File: config.mk
export PLATFORM = sky130hd
export DESIGN_NAME = ddso_ctrl
export DESIGN_NICKNAME = d
export VERILOG_FILES = /design/src/hw/rtl/ddso_pkg.sv /design/src/hw/rtl/ddso_ctrl.sv
export SDC_FILE = /design/constraint.sdc
export NUM_CORES = 1
export LEC_CHECK = 0
export BUFFER_PORTS_ARGS = -buffer_cell sky130_fd_sc_hd__buf_2
export CORE_AREA = 2 2 39 41
export CTS_BUF_LIST = sky130_fd_sc_hd__clkbuf_8
export DETAILED_ROUTE_END_ITERATION = 16
export DIE_AREA = 0 0 41 43
export PLACE_DENSITY_LB_ADDON = 0.3
export SLEW_MARGIN = 20
export SYNTH_ARGS = -nofsm -noshare
export SYNTH_HDL_FRONTEND = slang
export SYNTH_SLANG_ARGS = --single-unit
File: constraint.sdc
create_clock -name clk -period 1.54 [get_ports clk]
set_clock_uncertainty 0.1 [all_clocks]
set_input_delay 0.231 -clock clk [delete_from_list [all_inputs] [get_ports clk]]
set_output_delay 0.231 -clock clk [all_outputs]
set_load 0.1 [all_outputs]
File: src/hw/rtl/ddso_pkg.sv
// ----------------------------------------------------------------------------
// ddso_pkg
// Shared types, constants and the CORDIC arctangent table for the
// differential-drive step odometry block.
// ----------------------------------------------------------------------------
package ddso_pkg;

  // Field widths
  localparam int unsigned CFG_W     = 24;   // configuration register width
  localparam int unsigned CFG_IDX_W = 2;    // configuration index width
  localparam int unsigned POS_W     = 48;   // position accumulators
  localparam int unsigned ANG_W     = 32;   // binary angle
  localparam int unsigned CRD_W     = 32;   // CORDIC x/y/z datapath
  localparam int unsigned DIST_W    = CFG_W + 1;  // distance for one or two wheels
  localparam int unsigned PROD_W    = CRD_W + DIST_W + 1;
  localparam int unsigned ITER_W    = 5;    // iteration index, up to 32 iterations

  // Default iteration count
  localparam int unsigned CORDIC_ITERATIONS_DEF = 24;

  // Register indexes
  localparam logic [CFG_IDX_W-1:0] REG_STEP_DISTANCE = 2'd0;
  localparam logic [CFG_IDX_W-1:0] REG_STEP_ANGLE    = 2'd1;

  // CORDIC start value: gain compensation in Q30
  localparam logic signed [CRD_W-1:0] CORDIC_GAIN_Q30 = 32'sd652032874;

  // Controller states
  typedef enum logic [2:0] {
    ST_IDLE,
    ST_ROTATE,
    ST_MUL_X,
    ST_MUL_Y,
    ST_ACC_Y,
    ST_DONE
  } ddso_state_t;

  // Commands from controller to datapath
  typedef struct packed {
    logic              load;      // item accepted: latch step flags, set up rotation
    logic              rotate;    // one CORDIC micro-rotation
    logic [ITER_W-1:0] iter;      // micro-rotation index
    logic              mul_en;    // register one displacement product
    logic              mul_sel_y; // product uses sine instead of cosine
    logic              acc_en;    // add rounded product into a position
    logic              acc_sel_y; // accumulate into y instead of x
    logic              out_load;  // copy pose into the output register
  } ddso_cmd_t;

  // atan(2^-i) in units of 2^-32 turn, rounded to nearest
  function automatic logic [ANG_W-1:0] atan_turns(input logic [ITER_W-1:0] i);
    logic [ANG_W-1:0] a;
    case (i)
      5'd0:  a = 32'd536870912;
      5'd1:  a = 32'd316933406;
      5'd2:  a = 32'd167458907;
      5'd3:  a = 32'd85004756;
      5'd4:  a = 32'd42667331;
      5'd5:  a = 32'd21354465;
      5'd6:  a = 32'd10679838;
      5'd7:  a = 32'd5340245;
      5'd8:  a = 32'd2670163;
      5'd9:  a = 32'd1335087;
      5'd10: a = 32'd667544;
      5'd11: a = 32'd333772;
      5'd12: a = 32'd166886;
      5'd13: a = 32'd83443;
      5'd14: a = 32'd41722;
      5'd15: a = 32'd20861;
      5'd16: a = 32'd10430;
      5'd17: a = 32'd5215;
      5'd18: a = 32'd2608;
      5'd19: a = 32'd1304;
      5'd20: a = 32'd652;
      5'd21: a = 32'd326;
      5'd22: a = 32'd163;
      5'd23: a = 32'd81;
      5'd24: a = 32'd41;
      5'd25: a = 32'd20;
      5'd26: a = 32'd10;
      5'd27: a = 32'd5;
      5'd28: a = 32'd3;
      5'd29: a = 32'd1;
      5'd30: a = 32'd1;
      default: a = 32'd0;
    endcase
    return a;
  endfunction

endpackage

File: src/hw/rtl/ddso_ctrl.sv
// ----------------------------------------------------------------------------
// ddso_ctrl
// Sequencer: accepts an item; for an item with a step it steps the CORDIC
// iterations and runs the two displacement products and accumulations;
// then it hands the pose to the output register.
// ----------------------------------------------------------------------------
module ddso_ctrl #(
  parameter int unsigned ITERATIONS = ddso_pkg::CORDIC_ITERATIONS_DEF
) (
  input  logic                clk,
  input  logic                rst,
  input  logic                in_valid,
  output logic                in_ready,
  input  logic                in_moved,
  output logic                out_valid,
  input  logic                out_ready,
  output ddso_pkg::ddso_cmd_t cmd
);
  import ddso_pkg::*;

  localparam logic [ITER_W-1:0] LAST_ITER = ITER_W'(ITERATIONS - 1);

  ddso_state_t       state, state_next;
  logic [ITER_W-1:0] iter;
  logic              accept;
  logic              out_free;

  assign accept   = in_valid && in_ready;
  assign out_free = !out_valid || out_ready;

  // Next state
  always_comb begin
    state_next = state;
    unique case (state)
      ST_IDLE: begin
        if (in_valid) state_next = in_moved ? ST_ROTATE : ST_DONE;
      end
      ST_ROTATE: begin
        if (iter == LAST_ITER) state_next = ST_MUL_X;
      end
      ST_MUL_X: state_next = ST_MUL_Y;
      ST_MUL_Y: state_next = ST_ACC_Y;
      ST_ACC_Y: state_next = ST_DONE;
      ST_DONE: begin
        if (out_free) state_next = ST_IDLE;
      end
      default: state_next = ST_IDLE;
    endcase
  end

  // Outputs
  always_comb begin
    in_ready      = 1'b0;
    cmd           = '0;
    cmd.iter      = iter;
    unique case (state)
      ST_IDLE: begin
        in_ready = 1'b1;
        cmd.load = in_valid;
      end
      ST_ROTATE: cmd.rotate = 1'b1;
      ST_MUL_X:  cmd.mul_en = 1'b1;
      ST_MUL_Y: begin
        cmd.mul_en    = 1'b1;
        cmd.mul_sel_y = 1'b1;
        cmd.acc_en    = 1'b1;
      end
      ST_ACC_Y: begin
        cmd.acc_en    = 1'b1;
        cmd.acc_sel_y = 1'b1;
      end
      ST_DONE: cmd.out_load = out_free;
      default: ;
    endcase
  end

  // State, iteration counter and output valid
  always_ff @(posedge clk) begin
    if (rst) begin
      state     <= ST_IDLE;
      iter      <= '0;
      out_valid <= 1'b0;
    end else begin
      state <= state_next;
      if (accept || state != ST_ROTATE) iter <= '0;
      else iter <= iter + 1'b1;
      if (cmd.out_load) out_valid <= 1'b1;
      else if (out_ready) out_valid <= 1'b0;
    end
  end

endmodule

**Word-level counts from Yosys, hierarchy flattened**

Cells that the tools add are included.

- Reductions and logical operators: 10
- $add $sub $neg: 1
- Eq/ne operators: 10
- Multiplexer cells: 15

Operators with widths:

| cell | number |
|---|---|
| one-hot mux 3 bit (6 select lines) | 1 |
| 2-to-1 mux 3 bit | 4 |
| 2-to-1 mux 1 bit | 10 |
| == test 3 x 2 -> 1 bit, second input constant | 2 |
| == test 3 bit, second input constant | 2 |
| != test 2 bit, second input constant | 3 |
| OR reduction 2 bit | 3 |
| adder 5 x 1 -> 5 bit, second input constant | 1 |
| == test 5 bit, second input constant | 1 |
| == test 3 x 1 -> 1 bit, second input constant | 1 |
| zero test 3 bit | 1 |
| != test 3 x 1 -> 1 bit, second input constant | 1 |
| AND reduction 3 bit | 1 |
| logical OR 1 bit | 2 |
| nonzero test 2 bit | 1 |
| logical AND 1 bit | 1 |
| zero test 1 bit | 1 |

- Input port bits: 5
- Bits in registers: 9
- Output and inout bits: 14
- Word-level logic and storage cells: 39

**Depth between registers and ports, before layout**

Gate-level depths: netlist of run 1.

- Depth after elaboration: 5
- Mapped depth: 4
- Mapped depth without buffers: 4

**Worst setup path before layout of run 1**

OpenSTA, ideal clock, no wires.

- Kind: reg-to-output
- Start: register state[0]
- End: output port cmd[11] (netlist name)
- Required time: 1.209 ns
- Stages on the path, launching flop included: 5
- Buffers on the path: 2
- Arrival time: 3.156 ns
- Setup slack: -1.947 ns
- Path through: dfxtp_1 -> buf_2 -> nor3_1 -> and2_1 -> buf_4

RTL lines:

| what | line | RTL |
|---|---|---|
| from (decl) | ddso_ctrl.sv:23 | `ddso_state_t state, state_next;` |
| from (signal assigned) | ddso_ctrl.sv:84 | `state <= state_next;` |
| to (decl) | ddso_ctrl.sv:17 | `output ddso_pkg::ddso_cmd_t cmd` |

==> results.tsv, run 1 <==
metric	value	unit
cell at the slowest stage of the critical path	dfxtp_4	
Mapped Avg Cell Area	8.52	sq um
status	finished, violations left	
DIE HEIGHT	43	um
ANT cells	0	
dpl cells	84	
drc violations	0	
Top Ports	19	
Final Cell Area	820	sq um
crit path max fanout	6	
simple-gate share of the synthesized area	0.364	
total of warnings raised by yosys	0	
die area	1760	sq um
Tmin final	1600	ps
crit path kind	flip-flop to output port	
TNS Setup	-77.3	ps
setup violators final	2	
largest family of logic cells by synthesized area	simple AND/OR/NAND/NOR gates	
failing checks	negative setup slack	
xor and xnor area share after synthesis	0.0593	
First DRT Iteration DRCs	8	
Final Total Pwr	0.776	mW
number of synthesized flops with an enable pin	0	
vias after detailed routing	429	
drt total wl	1080	um
initial antenna violation count	0	
DP Wirelength	744	um
vias per cell	4.56	
Slew Limit Fails	0	
CP max stage delay	370	ps
Root Driver	clkbuf_8	
H-tree Lvls	1	
core area	1380	sq um
register area share after synthesis	0.407	
crit start category	flip-flop	
fin cells	94	
die width	41	um
largest net degree at the start of global routing	12	
fin nets	85	
vias in the first global route	382	
CP required	1210	ps
multiplexer share of the synthesized area	0	
CTS tree	yes	
RSZ-0062 raised after global routing	yes	
WP data arrival	1270	ps
CP Capture Type	output port	
Congestion Overflow GR	0	
fmax	0.626	GHz
syn_nets	58	
Post-DRT Antenna Nets	0	
Post-synth ARST share	0	
PortBufs	18	
Rows	14	
first-pass GRT wire length	1670	um
layout cells sized above 1	0.603	
Slew HR	0.680	
area of the mapped netlist	443	sq um
Max Cap Viol	0	
leakage power	0.348	nW
Hold Path Class	primary input to flip-flop	
Worst VDD drop	646	uV
Filler cells	115	
Final Util	0.592	
Area growth syn-to-layout	85.0	%
CP Cell Sequence	nor2b_4 > and2_4 > or2_4 > buf_12	
Synth Instances	52	
Synth Area in Adders	0.0282	
gp weighted congestion	0.718	
actual slew at the worst max-slew pin	483	ps
WHS	141	ps
post-synthesis compound-gate area fraction	0.0960	
Worst-path clk slew	40	ps
clock sink count	9	
Place WS	98.5	ps
crit share post-route	1.04	
Longest Clk Path Bufs	2	
PnR worst setup slack	-57.6	ps
drt first pass iters	3	
Yosys cell types	24	
mean routed wirelength per cell	11.5	um
GR Util All Layers	0.144	
r2r setup slk	290	ps
Seq cells post-synth	9	
top_reg_cell synth	dfxtp_1	
cts bufs inserted	3	
PwrDens	947	nW/um^2
Initial Utilization	0.320	
Fin. Hold Viols	0	
Area after DPL	714	sq um
Clk Latency, worst-skew pair	230	ps
[worst max-delay path: cells and delay by family, from the launching register on]
kind | cells | cell delay [ps]
buf+inv | 1 | 160
flops | 1 | 370
simple gates | 3 | 510
[timing repair]
item                                    CTS  global route
setup buffers                             4             2
hold endpoints to repair                  0             0
hold buffers                              0             0
pin swaps                                 1             0
gates cloned                              0             0
endpoints found under the setup margin    5             3
resized for setup                         2             4
[where the power goes]
| part | switching [mW] | total [mW] | internal, mW |
|---|---|---|---|
| Sequential | 0.0186 | 0.259 | 0.240 |
| Combinational | 0.160 | 0.245 | 0.0851 |
| Clock | 0.0976 | 0.272 | 0.174 |
[routing by layer]
metal | up-vias | GRT usage | share of wire
met3 | 2 | 0.0366 | 0.025
met2 | 5 | 0.206 | 0.51
met1 | 196 | 0.179 | 0.45
met5 | - | 0 | 0
li1 | 226 | - | -
met4 | 0 | 0.100 | 0.016
[worst paths after layout]
check,startpoint,endpoint,cells past startpoint
setup / recovery,state[1]$_SDFFE_PP0P_,cmd[2],4
hold / removal,rst,state[1]$_SDFFE_PP0P_,2
setup reg to reg,iter[0]$_SDFF_PP0_,state[0]$_SDFFE_PP0P_,4
hold reg to reg,iter[0]$_SDFF_PP0_,iter[0]$_SDFF_PP0_,1
[synthesized netlist by cell type (all sizes together), types with 2 or more instances]
master	instances	area [sq um]
and2	3	21.3
a21oi	4	20.0
nand3	2	10.0
nor2b	4	25.0
inv	2	7.51
xor2	2	17.5
buf	2	12.5
nor3	2	10.0
nand2b	3	18.8
nor2	8	30.0
dfxtp	9	180
[cell families after synthesis]
| group | Yosys count |
|---|---|
| AND/OR/NAND/NOR | 28 |
| flip-flops | 9 |
| AO/OA/AOI/OAI | 7 |
| buffers and inverters | 4 |
| XOR/XNOR | 3 |
| adder cells (fa/ha/maj) | 1 |
[cell type report]
cell class / count / area, sq um / share of cell area
Clock buffer: 3 / 41.3 / 0.0504
Inverter: 2 / 7.51 / 0.00916
Tap cell: 16 / 20.0 / 0.0244
Sequential cell: 9 / 199 / 0.243
Timing Repair Buffer: 24 / 251 / 0.307
Multi-Input combinational cell: 39 / 297 / 0.362
Clock inverter: 1 / 3.75 / 0.00458
[sequential cells by signal (all words and copies together) (netlist names)]
| name | count |
|---|---|
| out_valid | 1 |
| state | 3 |
| iter | 5 |
[placed cells by master (no fill, tap or decap), drive strengths merged, types with 2 or more instances in the layout]
cell and count:
a21oi 4, and2 3, buf 24, nor2 8, nor2b 4, nand2b 3
clkbuf 3, xor2 2, nand3 2, inv 3, nor3 2, dfxtp 9
(Power assumes the default switching activity.)
==> inputs of run 2 (changes only) <==
- PLACE_DENSITY: unset -> 0.59
- PLACE_DENSITY_LB_ADDON: 0.3 -> unset
==> results.tsv, run 2 (synthesis results as in run 1) <==
metric	value	unit	change
grt met3 use	0.0628		was 0.0366
ANT cells	0		unchanged
PwrDens	933	nW/um^2	was 947 nW/um^2
M1 GR Usage	0.182		was 0.179
Place WS	95.7	ps	was 98.5 ps
crit path max fanout	6		unchanged
Slew Limit Fails	0		unchanged
DP Wirelength	784	um	was 744 um
Root Driver	clkbuf_8		unchanged
CP Capture Type	output port		unchanged
Register Area	196	sq um	was 199 sq um
CTS tree	yes		unchanged
Top Ports	19		unchanged
vias after detailed routing	436		was 429
GR Util All Layers	0.140		was 0.144
drt first pass iters	3		unchanged
GRT met2 Usage	0.194		was 0.206
DIE HEIGHT	43	um	unchanged
Initial Utilization	0.320		unchanged
PnR worst setup slack	-56.2	ps	was -57.6 ps
first-pass GRT wire length	1630	um	was 1670 um
core area	1380	sq um	unchanged
layout cells sized above 1	0.636		was 0.603
Hold Path Class	primary input to flip-flop		unchanged
failing checks	negative setup slack		unchanged
Worst-path clk slew	40	ps	about the same
die area	1760	sq um	unchanged
RSZ-0062 raised after global routing	yes		unchanged
Rows	14		unchanged
Congestion Overflow GR	0		unchanged
Most Used Layer, Global Route	met2		unchanged
crit start category	flip-flop		unchanged
vias in the first global route	385		was 382
Max Cap Viol	0		unchanged
Worst VDD drop	518	uV	was 646 uV
Fin. Hold Viols	0		unchanged
gp weighted congestion	0.762		was 0.718
H-tree Lvls	1		unchanged
vias per cell	4.69		was 4.56
WP data arrival	1270	ps	about the same
Longest Clk Path Bufs	2		unchanged
die width	41	um	unchanged
status	finished, violations left		unchanged
First DRT Iteration DRCs	1		was 8
clock sink count	9		unchanged
top flop regs	iter: 5 flops, state: 3 flops, out_valid: 1 flops		unchanged
Area growth syn-to-layout	85.9	%	was 85.0%
crit share post-route	1.04		about the same
drt total wl	991	um	was 1080 um
Clk Latency, worst-skew pair	230	ps	about the same
area of the multi-input gates	307	sq um	was 297 sq um
Slew HR	0.677		was 0.680
PortBufs	18		unchanged
Filler cells	121		was 115
most frequent cells in the layout	buf_2 (10), buf_12 (8), dfxtp_2 (7)		was buf_2 (10), buf_12 (8), nor2_1 (6), dfxtp_2 (6), buf_4 (5)
initial antenna violation count	0		unchanged
actual slew at the worst max-slew pin	487	ps	was 483 ps
fin nets	84		was 85
Tmin final	1600	ps	about the same
crit path kind	flip-flop to output port		unchanged
leading cell type in the layout, fill and taps excluded	buf_2		unchanged
cts bufs inserted	3		unchanged
largest net degree at the start of global routing	12		unchanged
max reg flops	5		unchanged
setup violators final	2		unchanged
mean routed wirelength per cell	10.7	um	was 11.5 um
leakage power	0.352	nW	was 0.348 nW
Final Cell Area	823	sq um	was 820 sq um
Post-DRT Antenna Nets	0		unchanged
Biggest register	iter		unchanged
CP required	1210	ps	about the same
fmax	0.626	GHz	about the same
Area after DPL	714	sq um	unchanged
TNS Setup	-89.7	ps	was -77.3 ps
drc violations	0		unchanged
-- run 2: path summary, 6_finish.rpt --
| check | from | end | slack (ps) | cells after the start |
|---|---|---|---|---|
| hold reg to reg | iter[0]$_SDFF_PP0_ | iter[0]$_SDFF_PP0_ | 320 | 1 |
| hold / removal | rst | state[1]$_SDFFE_PP0P_ | 120 | 2 |
| setup reg to reg | iter[0]$_SDFF_PP0_ | state[0]$_SDFFE_PP0P_ | 230 | 4 |
| setup / recovery | state[1]$_SDFFE_PP0P_ | cmd[2] | -60 | 4 |
-- run 2: repair_timing --
| item | 4_1_cts | 5_1_grt |
|---|---|---|
| hold buffers | 0 | 0 |
| resized for setup | 5 | 3 |
| buffers inserted | 4 | 1 |
| pin swaps | 1 | 1 |
| setup endpoints to repair | 5 | 5 |
-- run 2: area by class of cell --
| class | instances | area share |
|---|---|---|
| tap | 16 | 0.0243 |
| timing repair buffer | 23 | 0.301 |
| inverter | 2 | 0.00912 |
| sequential | 9 | 0.239 |
| clock buffer | 3 | 0.0502 |
| multi-input combinational | 39 | 0.372 |
| clock inverter | 1 | 0.00456 |
-- run 2: power breakdown --
| part | switching, mW | internal (mW) |
|---|---|---|
| Combinational | 0.159 | 0.0885 |
| Clock | 0.0873 | 0.173 |
| Sequential | 0.0193 | 0.241 |
-- run 2: critical path, cell delays in order (launching register included) --
cell	delay, ps
dfxtp_4	370
nor2b_4	130
and2_4	140
or2_4	230
buf_12	160
-- run 2: layer usage --
metal	up-vias	part of all wire
li1	222	-
met1	202	0.42
met2	10	0.52
met3	2	0.045
met4	0	0.014
met5	-	0
-- run 2: per-stage QoR --
step | cells | util | power (mW) | hold WS [ps]
final | 93 | 0.595 | 0.768 | 119
after global routing | 93 | 0.595 | 0.803 | 118
after CTS | 92 | 0.582 | 0.770 | 120
after detailed placement | 84 | 0.516 | 0.496 | 322
after global placement | 84 | 0.516 | 0.495 | 316
after floorplan | 52 | - | 0.428 | 192
